$ cat config.mk
export PLATFORM = sky130hd
export DESIGN_NAME = rational_add_sub_mul_unit_top
export DESIGN_NICKNAME = d
export VERILOG_FILES = /design/src/rtl/rasmu_pkg.sv /design/src/rtl/rasmu_ctrl.sv /design/src/rtl/rasmu_dp.sv /design/src/rtl/rational_add_sub_mul_unit_top.sv
export SDC_FILE = /design/constraint.sdc
export NUM_CORES = 1
export LEC_CHECK = 0
export ABC_AREA = 1
export BUFFER_PORTS_ARGS = -buffer_cell sky130_fd_sc_hd__buf_2
export CAP_MARGIN = 20
export CORE_ASPECT_RATIO = 2
export CORE_UTILIZATION = 30
export CTS_BUF_LIST = sky130_fd_sc_hd__clkbuf_8
export CTS_CLUSTER_SIZE = 8
export DETAILED_ROUTE_END_ITERATION = 10
export PLACE_DENSITY = 0.53
export SLEW_MARGIN = 40
export SYNTH_ARGS = -nofsm -noshare
export SYNTH_HDL_FRONTEND = slang
export SYNTH_SLANG_ARGS = --single-unit
$ cat constraint.sdc
create_clock -name clk -period 12.1 [get_ports clk]
set_input_delay 0.605 -clock clk [delete_from_list [all_inputs] [get_ports clk]]
set_output_delay 0.605 -clock clk [all_outputs]
set_load 0.005 [all_outputs]
$ cat src/rtl/rasmu_pkg.sv
package rasmu_pkg;

  localparam int WIDTH_DEF = 16;
  localparam int NUM_OUT_W = 33;
  localparam int DEN_OUT_W = 32;

  // command codes; the spare code is decoded as multiply
  localparam logic [1:0] CMD_ADD  = 2'd0;
  localparam logic [1:0] CMD_SUB  = 2'd1;
  localparam logic [1:0] CMD_MUL  = 2'd2;
  localparam logic [1:0] CMD_RSVD = 2'd3;

  typedef enum logic [3:0] {
    ST_IDLE,
    ST_CHECK,
    ST_GCD,
    ST_DIV_A,
    ST_DIV_B,
    ST_MUL_LCM,
    ST_MUL_TA,
    ST_MUL_TB,
    ST_SUM,
    ST_MUL_NN,
    ST_MUL_DD,
    ST_FIN
  } state_t;

  // shared multiplier operation
  typedef enum logic [2:0] {
    MOP_NONE,
    MOP_LCM,
    MOP_TA,
    MOP_TB,
    MOP_NN,
    MOP_DD
  } mop_t;

  typedef struct packed {
    logic load;       // capture the input transfer
    logic chk_err;    // zero denominator: force error result
    logic gcd_step;
    logic div_load;
    logic div_src_b;  // dividend is den_b
    logic div_step;
    logic save_qa;
    logic save_qb;
    mop_t mop;
    logic sum_en;
    logic out_load;
  } ctrl_t;

  typedef struct packed {
    logic zero_den;
    logic is_mul;
    logic gcd_done;
    logic div_done;
  } stat_t;

endpackage

$ cat src/rtl/rasmu_ctrl.sv
module rasmu_ctrl
  import rasmu_pkg::*;
(
  input  logic  clk,
  input  logic  rst_n,
  input  logic  in_valid,
  output logic  in_stall,
  output logic  out_valid,
  input  logic  out_stall,
  input  stat_t stat,
  output ctrl_t ctrl
);

  state_t state_r, state_nxt;
  logic   out_valid_r;
  logic   out_free;

  assign out_free  = !out_valid_r || !out_stall;
  assign in_stall  = (state_r != ST_IDLE);
  assign out_valid = out_valid_r;

  always_ff @(posedge clk) begin
    if (!rst_n) begin
      state_r <= ST_IDLE;
    end else begin
      state_r <= state_nxt;
    end
  end

  always_ff @(posedge clk) begin
    if (!rst_n) begin
      out_valid_r <= 1'b0;
    end else if (ctrl.out_load) begin
      out_valid_r <= 1'b1;
    end else if (!out_stall) begin
      out_valid_r <= 1'b0;
    end
  end

  // next state
  always_comb begin
    state_nxt = state_r;
    unique case (state_r)
      ST_IDLE: begin
        if (in_valid) state_nxt = ST_CHECK;
      end
      ST_CHECK: begin
        priority if (stat.zero_den) state_nxt = ST_FIN;
        else if (stat.is_mul)       state_nxt = ST_MUL_NN;
        else                        state_nxt = ST_GCD;
      end
      ST_GCD: begin
        if (stat.gcd_done) state_nxt = ST_DIV_A;
      end
      ST_DIV_A: begin
        if (stat.div_done) state_nxt = ST_DIV_B;
      end
      ST_DIV_B: begin
        if (stat.div_done) state_nxt = ST_MUL_LCM;
      end
      ST_MUL_LCM: state_nxt = ST_MUL_TA;
      ST_MUL_TA:  state_nxt = ST_MUL_TB;
      ST_MUL_TB:  state_nxt = ST_SUM;
      ST_SUM:     state_nxt = ST_FIN;
      ST_MUL_NN:  state_nxt = ST_MUL_DD;
      ST_MUL_DD:  state_nxt = ST_FIN;
      ST_FIN: begin
        if (out_free) state_nxt = ST_IDLE;
      end
      default: state_nxt = ST_IDLE;
    endcase
  end

  // datapath commands
  always_comb begin
    ctrl = '0;
    ctrl.mop = MOP_NONE;
    unique case (state_r)
      ST_IDLE:  ctrl.load = in_valid;
      ST_CHECK: ctrl.chk_err = stat.zero_den;
      ST_GCD: begin
        if (stat.gcd_done) ctrl.div_load = 1'b1;
        else               ctrl.gcd_step = 1'b1;
      end
      ST_DIV_A: begin
        if (stat.div_done) begin
          ctrl.save_qa   = 1'b1;
          ctrl.div_load  = 1'b1;
          ctrl.div_src_b = 1'b1;
        end else begin
          ctrl.div_step = 1'b1;
        end
      end
      ST_DIV_B: begin
        if (stat.div_done) ctrl.save_qb  = 1'b1;
        else               ctrl.div_step = 1'b1;
      end
      ST_MUL_LCM: ctrl.mop = MOP_LCM;
      ST_MUL_TA:  ctrl.mop = MOP_TA;
      ST_MUL_TB:  ctrl.mop = MOP_TB;
      ST_SUM:     ctrl.sum_en = 1'b1;
      ST_MUL_NN:  ctrl.mop = MOP_NN;
      ST_MUL_DD:  ctrl.mop = MOP_DD;
      ST_FIN:     ctrl.out_load = out_free;
      default: ;
    endcase
  end

endmodule

$ cat src/rtl/rasmu_dp.sv
module rasmu_dp
  import rasmu_pkg::*;
#(
  parameter int WIDTH = WIDTH_DEF
) (
  input  logic                        clk,
  input  ctrl_t                       ctrl,
  output stat_t                       stat,
  input  logic [1:0]                  in_command,
  input  logic signed [WIDTH-1:0]     in_num_a,
  input  logic [WIDTH-1:0]            in_den_a,
  input  logic signed [WIDTH-1:0]     in_num_b,
  input  logic [WIDTH-1:0]            in_den_b,
  output logic signed [NUM_OUT_W-1:0] out_num_result,
  output logic [DEN_OUT_W-1:0]        out_den_result,
  output logic                        out_error
);

  localparam int KW = $clog2(WIDTH + 1);
  localparam int PW = 2 * WIDTH + 2;
  localparam int EW = (PW > NUM_OUT_W) ? PW : NUM_OUT_W;

  // operands
  logic [1:0]       cmd_r;
  logic [WIDTH-1:0] na_r, nb_r, da_r, db_r;

  // binary gcd
  logic [WIDTH-1:0] x_r, y_r;
  logic [KW-1:0]    k_r;

  // restoring divider
  logic [WIDTH-1:0] d_r, q_r, rem_r, qa_r, qb_r;
  logic [KW-1:0]    cnt_r;
  logic [WIDTH:0]   rem_sh, rem_diff;
  logic             rem_ge;

  // multiplier
  logic signed [WIDTH:0]  mul_a, mul_b;
  logic signed [PW-1:0]   prod;
  logic signed [EW-1:0]   prod_ext;

  // results
  logic [NUM_OUT_W-1:0] ta_r, tb_r, num_r;
  logic [DEN_OUT_W-1:0] den_r;
  logic                 err_r;
  logic [NUM_OUT_W-1:0] out_num_r;
  logic [DEN_OUT_W-1:0] out_den_r;
  logic                 out_err_r;

  assign stat.zero_den = (da_r == '0) || (db_r == '0);
  assign stat.is_mul   = (cmd_r == CMD_MUL) || (cmd_r == CMD_RSVD);
  assign stat.gcd_done = (x_r == y_r);
  assign stat.div_done = (cnt_r == '0);

  always_ff @(posedge clk) begin
    if (ctrl.load) begin
      cmd_r <= in_command;
      na_r  <= in_num_a;
      nb_r  <= in_num_b;
      da_r  <= in_den_a;
      db_r  <= in_den_b;
      x_r   <= in_den_a;
      y_r   <= in_den_b;
      k_r   <= '0;
    end else if (ctrl.gcd_step) begin
      priority if (!x_r[0] && !y_r[0]) begin
        x_r <= x_r >> 1;
        y_r <= y_r >> 1;
        k_r <= k_r + 1'b1;
      end else if (!x_r[0]) begin
        x_r <= x_r >> 1;
      end else if (!y_r[0]) begin
        y_r <= y_r >> 1;
      end else if (x_r > y_r) begin
        x_r <= x_r - y_r;
      end else begin
        y_r <= y_r - x_r;
      end
    end
  end

  assign rem_sh   = {rem_r, q_r[WIDTH-1]};
  assign rem_diff = rem_sh - {1'b0, d_r};
  assign rem_ge   = (rem_sh >= {1'b0, d_r});

  always_ff @(posedge clk) begin
    if (ctrl.div_load) begin
      if (!ctrl.div_src_b) d_r <= x_r << k_r;
      q_r   <= ctrl.div_src_b ? db_r : da_r;
      rem_r <= '0;
      cnt_r <= KW'(WIDTH);
    end else if (ctrl.div_step) begin
      rem_r <= rem_ge ? rem_diff[WIDTH-1:0] : rem_sh[WIDTH-1:0];
      q_r   <= {q_r[WIDTH-2:0], rem_ge};
      cnt_r <= cnt_r - 1'b1;
    end
    if (ctrl.save_qa) qa_r <= q_r;
    if (ctrl.save_qb) qb_r <= q_r;
  end

  always_comb begin
    unique case (ctrl.mop)
      MOP_LCM: begin
        mul_a = {1'b0, qa_r};
        mul_b = {1'b0, db_r};
      end
      MOP_TA: begin
        mul_a = {na_r[WIDTH-1], na_r};
        mul_b = {1'b0, qb_r};
      end
      MOP_TB: begin
        mul_a = {nb_r[WIDTH-1], nb_r};
        mul_b = {1'b0, qa_r};
      end
      MOP_NN: begin
        mul_a = {na_r[WIDTH-1], na_r};
        mul_b = {nb_r[WIDTH-1], nb_r};
      end
      MOP_DD: begin
        mul_a = {1'b0, da_r};
        mul_b = {1'b0, db_r};
      end
      default: begin
        mul_a = '0;
        mul_b = '0;
      end
    endcase
  end

  assign prod     = PW'(mul_a) * PW'(mul_b);
  assign prod_ext = EW'(prod);

  always_ff @(posedge clk) begin
    if (ctrl.load) begin
      err_r <= 1'b0;
    end else if (ctrl.chk_err) begin
      err_r <= 1'b1;
      num_r <= '0;
      den_r <= '0;
    end else if (ctrl.sum_en) begin
      num_r <= (cmd_r == CMD_SUB) ? (ta_r - tb_r) : (ta_r + tb_r);
    end else begin
      unique case (ctrl.mop)
        MOP_LCM: den_r <= prod_ext[DEN_OUT_W-1:0];
        MOP_TA:  ta_r  <= prod_ext[NUM_OUT_W-1:0];
        MOP_TB:  tb_r  <= prod_ext[NUM_OUT_W-1:0];
        MOP_NN:  num_r <= prod_ext[NUM_OUT_W-1:0];
        MOP_DD:  den_r <= prod_ext[DEN_OUT_W-1:0];
        default: ;
      endcase
    end
  end

  always_ff @(posedge clk) begin
    if (ctrl.out_load) begin
      out_num_r <= num_r;
      out_den_r <= den_r;
      out_err_r <= err_r;
    end
  end

  assign out_num_result = out_num_r;
  assign out_den_result = out_den_r;
  assign out_error      = out_err_r;

endmodule

$ cat src/rtl/rational_add_sub_mul_unit_top.sv
// A zero denominator goes from the check straight to the result; multiply forms two products.
// Add/subtract also run the binary gcd loop, whose length depends on the operands, and two
// restoring divisions before the three products and the sum.
// One item at a time: a new input transfer is taken only when the sequencer is idle again.
// A new input transfer is taken while the previous result still waits in the output register.
// Reset: synchronous active-low rst_n clears the controller and the output valid.
module rational_add_sub_mul_unit_top
  import rasmu_pkg::*;
#(
  parameter int WIDTH = WIDTH_DEF
) (
  input  logic                        clk,
  input  logic                        rst_n,
  // input channel
  input  logic                        in_valid,
  output logic                        in_stall,
  input  logic [1:0]                  in_command,
  input  logic signed [WIDTH-1:0]     in_num_a,
  input  logic [WIDTH-1:0]            in_den_a,
  input  logic signed [WIDTH-1:0]     in_num_b,
  input  logic [WIDTH-1:0]            in_den_b,
  // result channel
  output logic                        out_valid,
  input  logic                        out_stall,
  output logic signed [NUM_OUT_W-1:0] out_num_result,
  output logic [DEN_OUT_W-1:0]        out_den_result,
  output logic                        out_error
);

  ctrl_t ctrl;
  stat_t stat;

  // Sequencer: check for zero denominators (error result at once), then
  // either two products (multiply) or gcd -> den_a/g -> den_b/g -> lcm
  // and the two scaled numerators -> sum/difference. The result is then
  // moved into the output register once that register is free.
  rasmu_ctrl u_ctrl (
    .clk       (clk),
    .rst_n     (rst_n),
    .in_valid  (in_valid),
    .in_stall  (in_stall),
    .out_valid (out_valid),
    .out_stall (out_stall),
    .stat      (stat),
    .ctrl      (ctrl)
  );

  // Operand registers, binary gcd, restoring divider, one shared
  // (WIDTH+1)x(WIDTH+1) signed multiplier and the output register.
  // lcm = (den_a/g)*den_b; numerators scale by den_b/g and den_a/g.
  rasmu_dp #(
    .WIDTH (WIDTH)
  ) u_dp (
    .clk            (clk),
    .ctrl           (ctrl),
    .stat           (stat),
    .in_command     (in_command),
    .in_num_a       (in_num_a),
    .in_den_a       (in_den_a),
    .in_num_b       (in_num_b),
    .in_den_b       (in_den_b),
    .out_num_result (out_num_result),
    .out_den_result (out_den_result),
    .out_error      (out_error)
  );

endmodule
### After elaboration in Yosys (flattened, before gate mapping)

Index checks and enable logic that the tools add are counted.

| storage, ports and cells | value |
|---|---|
| bits in registers | 391 |
| bits of input ports | 70 |
| output and inout port bits | 68 |

| operators by class | value |
|---|---|
| $add $sub $neg | 7 |
| $mul | 1 |
| magnitude comparators | 2 |
| equal/unequal tests | 30 |
| shifts and indexed selects | 1 |
| multiplexer cells | 49 |
| bitwise operators | 4 |
| reductions and logical operators | 32 |

Operators with widths:

| cell | count |
|---|---|
| two-way mux 16 bit | 16 |
| case mux 17 bit (4 select lines) | 2 |
| two-way mux 33 bit | 3 |
| two-way mux 32 bit | 2 |
| subtractor 16 bit | 3 |
| case mux 4 bit (11 select lines) | 1 |
| adder 33 bit | 1 |
| multiplier 17 x 17 -> 33 bit | 1 |
| subtractor 33 bit | 1 |
| logical NOT 16 bit | 2 |
| two-way mux 4 bit | 7 |
| greater-or-equal comparator 17 x 16 -> 1 bit | 1 |
| == test 16 bit | 1 |
| == test 4 x 3 -> 1 bit, second input constant | 4 |
| == test 4 bit, second input constant | 4 |
| > comparator 16 bit | 1 |
| << shifter 16 x 5 -> 16 bit | 1 |
| two-way mux 1 bit | 15 |
| case mux 3 bit (5 select lines) | 1 |
| inequality test 4 bit, second input constant | 3 |
| AND reduction 3 bit | 3 |
| == test 4 x 2 -> 1 bit, second input constant | 2 |
| inequality test 2 bit, second input constant | 4 |
| AND reduction 2 bit | 4 |
| other kinds (23) | 43 |

### Logic depth before layout (Yosys ltp)

| depth | value |
|---|---|
| depth after elaboration | 8 |
| mapped depth | 36 |

### Hierarchy

Synthesis repeated with hierarchy kept, for this count alone.

| unflattened totals | value |
|---|---|
| cells, all modules | 3663 |
| area total of the unflattened synthesis | 31935.6 µm² |

Modules (own cells, without submodules):

| module | times used | cells an instance | area each (µm²) |
|---|---|---|---|
| rasmu_dp | 1 | 3588 | 31478.9 |
| rasmu_ctrl | 1 | 75 | 456.7 |

### Least setup slack after synthesis

Ideal clock, no wire load.

| path | value |
|---|---|
| path type | reg-to-reg |
| start point | register u_ctrl.state_r[3] |
| end point | register u_dp.ta_r[32], data pin |
| arrival | 6.686 ns |
| data required time | 11.842 ns |
| slack | 5.157 ns |
| cell stages (with the launch flop) | 29 |
| path buffers | 1 |
| period minus slack after synthesis | 6.943 ns |
| cells stage by stage | dfxtp_1 > inv_1 > nand2_2 > nor2_2 > buf_2 > a21oi_1 > o21a_1 > nor2_1 > inv_1 > fa_1 > inv_1 > fa_1 > fa_1 > fa_1 > inv_1 > fa_1 > inv_1 > fa_1 > ha_1 > inv_1 > nor3_1 > nand2_1 > nor3_1 > nand2_1 > inv_1 > nor2_1 > inv_1 > nand2_1 > and2_1 |

| on the way | value |
|---|---|
| longest elaborated chain between the ends | 6 |

Ends and longest elaborated chain:

| item | line | text |
|---|---|---|
| from (decl) | rasmu_ctrl.sv:14 | `state_t state_r, state_nxt;` |
| from (signal assigned) | rasmu_ctrl.sv:26 | `state_r <= state_nxt;` |
| == test 4 bit / == test 4 x 3 -> 1 bit (equally long branches) | rasmu_ctrl.sv:78 | `unique case (state_r)` |
| case mux 3 bit (5 select lines) * | rasmu_ctrl.sv:78 |  |
| == test 3 x 2 -> 1 bit (tied with other cells) | rasmu_dp.sv:102 | `unique case (ctrl.mop)` |
| OR reduction 2 bit (no source line) | n/a |  |
| case mux 17 bit (4 select lines) | rasmu_dp.sv:102 |  |
| multiplier 17 x 17 -> 33 bit * | rasmu_dp.sv:130 | `assign prod = PW'(mul_a) * PW'(mul_b);` |
| net u_dp.prod[32] | rasmu_dp.sv:39 | `logic signed [PW-1:0] prod;` |
| to (signal assigned) | rasmu_dp.sv:145 | `MOP_TA: ta_r <= prod_ext[NUM_OUT_W-1:0];` |
| to (decl) | rasmu_dp.sv:43 | `logic [NUM_OUT_W-1:0] ta_r, tb_r, num_r;` |

The timed path passes the listed nets; every way through them passes the cells marked *.
A chain may end at the register's enable or synchronous reset.

### Worst setup path in the final report

| path | value |
|---|---|
| start point | register u_ctrl.state_r[3] |
| end point | register u_dp.num_r[31], data pin |

| on the way | value |
|---|---|
| longest elaborated chain between the ends | 8 |

Ends and longest elaborated chain:

| item | line | text |
|---|---|---|
| == test 4 bit / == test 4 x 3 -> 1 bit (equally long branches) | rasmu_ctrl.sv:78 |  |
| case mux 3 bit (5 select lines) * | rasmu_ctrl.sv:78 |  |
| == test 3 x 2 -> 1 bit (tied with other cells) | rasmu_dp.sv:102 |  |
| OR reduction 2 bit (no source line) | n/a |  |
| case mux 17 bit (4 select lines) | rasmu_dp.sv:102 |  |
| multiplier 17 x 17 -> 33 bit * | rasmu_dp.sv:130 |  |
| net u_dp.prod[31] | rasmu_dp.sv:39 |  |
| two-way mux 33 bit * | rasmu_dp.sv:143 | `unique case (ctrl.mop)` |
| two-way mux 33 bit * | rasmu_dp.sv:140 | `end else if (ctrl.sum_en) begin` |
| to (signal assigned) | rasmu_dp.sv:141 | `num_r <= (cmd_r == CMD_SUB) ? (ta_r - tb_r) : (ta_r + tb_r);` |
| to (signal assigned) | rasmu_dp.sv:147 | `MOP_NN: num_r <= prod_ext[NUM_OUT_W-1:0];` |
| to (decl) | rasmu_dp.sv:43 |  |

The timed path passes the listed nets; every way through them passes the cells marked *. The select of a mux whose other input is x is not followed.

==> run_results.csv <==
group,metric,value,unit
die,start_util,30.3,%
timing,setup_viol,0,
worst_setup_path,rrSetupSlack,3.11,ns
hold_path,min_from,"in_num_a[5]",
die,fp.dieW,232,um
die,pin_count,138,
synth,yosys.cell_types.count,55,
synth,yosys_warnings,0,
timing,worst_slack,3.11,ns
final_layout,num-nets-final,4281,
routing,wirelength,108000,um
global_route,grt_pass1_wl,160000,um
final_layout,nFillCells,11000,
global_route,grtUsageTotal,20.3,%
placement,place_hpwl,89100,um
timing,post-route-period-util,74.3,%
die,dieArea,0.107,mm2
hold_path,worstHoldEndpoint,"u_dp.na_r[5]$_DFFE_PP_",
timing,tightest_slew,1.01,ns
worst_setup_path,arrival,9.41,ns
cts,cts_setup_buffers,0,
cts,cts_buffers,66,
global_route,grt_overflow,0,
final_layout,multi_input_area,0.0176,mm2
synth,ys_seq_elements,391,
die,die_h,463,um
worst_setup_path,reg2reg_depth,31,
routing,dr_total_vias,25200,
cts,clk_pin_slew_worst_paths,0.06,ns
worst_setup_path,reg2reg_to,"u_dp.num_r[31]$_SDFFCE_PP0P_",
timing,fin_skew,0.0484,ns
global_route,antenna_found_initial,16,
final_layout,ff_latch_area,0.0114,mm2
cts,cts_max_level,3,
die,row_count,168,
synth,avgSynthCellArea,8.84,um2
routing,drt_iter0_markers,1303,
status,status,"completed",
cts,clkSinkCount,391,
synth,synthCells,3599,
timing,rsz0062_at_grt,"false",
synth,synth_nets,4129,
hold_path,worstHoldPathCells,1,
worst_setup_path,timing.rr.start,"u_ctrl.state_r[3]$_SDFFE_PN0P_",
timing,layout_min_cycle_time,8.99,ns
worst_setup_path,slowest_stage,"fa_1",
worst_setup_path,endpoint_kind,"flip-flop",
synth,synth_edf_count,359,
worst_setup_path,crit_top_cell,"inv_1",
die,core,0.105,mm2
placement,routabilityCongestion,1.00,
placement,io_buffer_count,137,
hold_path,hold_class,"in -> reg",
timing,hold_viol_final,0,
timing,tns,0,ns
worst_setup_path,path_class,"reg -> reg",
worst_setup_path,cp_slowest_stage_delay,0.82,ns
routing,vias_per_cell,4.89,
cts,root_buffer,"clkbuf_8",
global_route,grt_start_max_net_pins,67,
timing,maxSlewHeadroom,32.2,%
worst_setup_path,cp_num_buf_inv,9,
timing,fmax,0.111,GHz
global_route,grt_pass1_vias,27500,
worst_setup_path,required,12.53,ns
worst_setup_path,critPathMaxFanout,60,
routing,drc,0,
routing,wl_per_cell,20.9,um
worst_setup_path,cp-start-kind,"flip-flop",
pwr,ir_drop,0.159,mV
cts,cts_hold_buf,0,
timing,drv_slew,0,
synth,synth-main-ff-cell,"edfxtp_1",
routing,ant_nets,0,
synth,synthesis.area,0.0318,mm2
pwr,powerDensity,155,mW/mm2
pwr,power,5.48,mW
pwr,leakage,16.3,nW
cts,cts_resized,0,
synth,synth-async-reset-ratio,0,%
routing,dr.pass1.iters,5,
synth,seq_area_frac_synth,35.9,%
final_layout,drive_above_1_share,8.98,%
placement,preCtsSetupSlack,3.21,ns
run,cap_violations,0,
cts,clk_path_buf_depth,3,
cts,clkLatencyLatePin,0.71,ns
final_layout,area_growth,11.2,%
worst_setup_path,cp_top_family,"adder cells",
cts,tritoncts,"done",
cell type report:
class / count / share of cell area, %
inverters: 665 / 7.05
well taps: 1360 / 4.81
flip-flops and latches: 391 / 32.3
diodes: 6 / 0.0424
clock inverters: 35 / 0.771
repair buffers: 175 / 2.78
clock buffers: 68 / 2.64
multi-input cells: 2452 / 49.6
cells in the mapped netlist, types with 10 or more instances:
cell type	n	share of area, %
a21o_1	14	0.33
a21oi_1	170	2.7
a31oi_1	30	0.59
and2_1	12	0.24
buf_2	49	0.77
clkbuf_1	40	0.47
dfxtp_1	32	2.0
edfxtp_1	359	34
fa_1	294	18
ha_1	166	6.5
inv_1	636	7.5
inv_2	25	0.29
nand2_1	660	7.8
nand3_1	121	1.9
nand4_1	25	0.49
nor2_1	471	5.6
nor3_1	35	0.55
nor4_1	17	0.33
o21a_1	10	0.24
o21ai_0	197	3.1
o21bai_1	17	0.40
o22ai_1	10	0.20
xnor2_1	24	0.66
xor2_1	65	1.8
registers in the layout, summed over array words and instances (netlist names), 5 cells and up:
name,cells
u_dp.qa_r,16
u_dp.cnt_r,5
u_dp.da_r,16
u_dp.rem_r,16
u_dp.k_r,5
u_dp.den_r,32
u_dp.y_r,16
u_dp.d_r,16
u_dp.qb_r,16
u_dp.x_r,16
u_dp.out_den_result,32
u_dp.q_r,16
u_dp.db_r,16
u_dp.tb_r,33
u_dp.na_r,16
u_dp.nb_r,16
u_dp.out_num_result,33
u_dp.num_r,33
u_dp.ta_r,33
worst max-delay path by stage:
stage	from	end	cells past startpoint
floorplan	u_ctrl.state_r[3]$_SDFFE_PN0P_	u_dp.ta_r[32]$_DFFE_PP_	28
global placement	u_ctrl.state_r[3]$_SDFFE_PN0P_	u_dp.num_r[29]$_SDFFCE_PP0P_	29
detailed placement	u_ctrl.state_r[3]$_SDFFE_PN0P_	u_dp.num_r[31]$_SDFFCE_PP0P_	31
CTS	u_ctrl.state_r[2]$_SDFFE_PN0P_	u_dp.num_r[31]$_SDFFCE_PP0P_	30
global route	u_ctrl.state_r[3]$_SDFFE_PN0P_	u_dp.num_r[31]$_SDFFCE_PP0P_	31
finish	u_ctrl.state_r[3]$_SDFFE_PN0P_	u_dp.num_r[31]$_SDFFCE_PP0P_	31
layout by cell type, fill, tap and decap left out, types with 11 or more instances in the layout:
| cell | count |
|---|---|
| o21ai_0 | 194 |
| dfxtp_1 | 32 |
| inv_1 | 645 |
| nor4_1 | 17 |
| xnor2_1 | 24 |
| xor2_1 | 65 |
| a21o_1 | 14 |
| a21oi_1 | 170 |
| nor3_1 | 33 |
| buf_2 | 137 |
| inv_2 | 27 |
| clkbuf_8 | 68 |
| a31oi_1 | 30 |
| clkinv_1 | 11 |
| o21bai_1 | 17 |
| nand2_1 | 658 |
| and2_1 | 12 |
| edfxtp_1 | 359 |
| fa_1 | 294 |
| ha_1 | 166 |
| nand4_1 | 25 |
| nor2_1 | 468 |
| buf_4 | 35 |
| nand3_1 | 121 |
layer usage:
metal | part of all wire [%] | vias to the layer above | track usage, %
met5 | 0.099 | - | 0
met4 | 8.7 | 16 | 16.7
met3 | 4.1 | 381 | 2.52
met2 | 57 | 845 | 40.8
met1 | 30 | 12100 | 16.9
li1 | - | 11900 | -
power breakdown:
part | leakage, nW | internal [mW] | switching, mW
registers | 3.64 | 1.81 | 0.154
clock network | 0.654 | 0.605 | 0.561
logic | 12.0 | 0.663 | 1.69
total | 16.3 | 3.08 | 2.40
stage by stage:
stage	utilization (%)	cell area [um2]	hold WS [ns]	std cells
floorplan	-	31800	0.400	3599
global placement	32.5	34100	0.402	5041
detailed placement	32.5	34100	0.405	5042
CTS	33.7	35400	0.0216	5145
global route	33.7	35400	0.0668	5148
finish	33.7	35400	0.0856	5152
kinds of logic after synthesis:
group,count (synthesis),share of synthesized area (%)
AND/OR/NAND/NOR,1390,18.0
buffers and inverters,756,9.12
XOR/XNOR,89,2.45
multiplexers,1,0.0315
adder cells (fa/ha/maj),460,25.0
AO/OA/AOI/OAI,512,9.52
flip-flops,391,35.9
(Power assumes the default switching activity.)
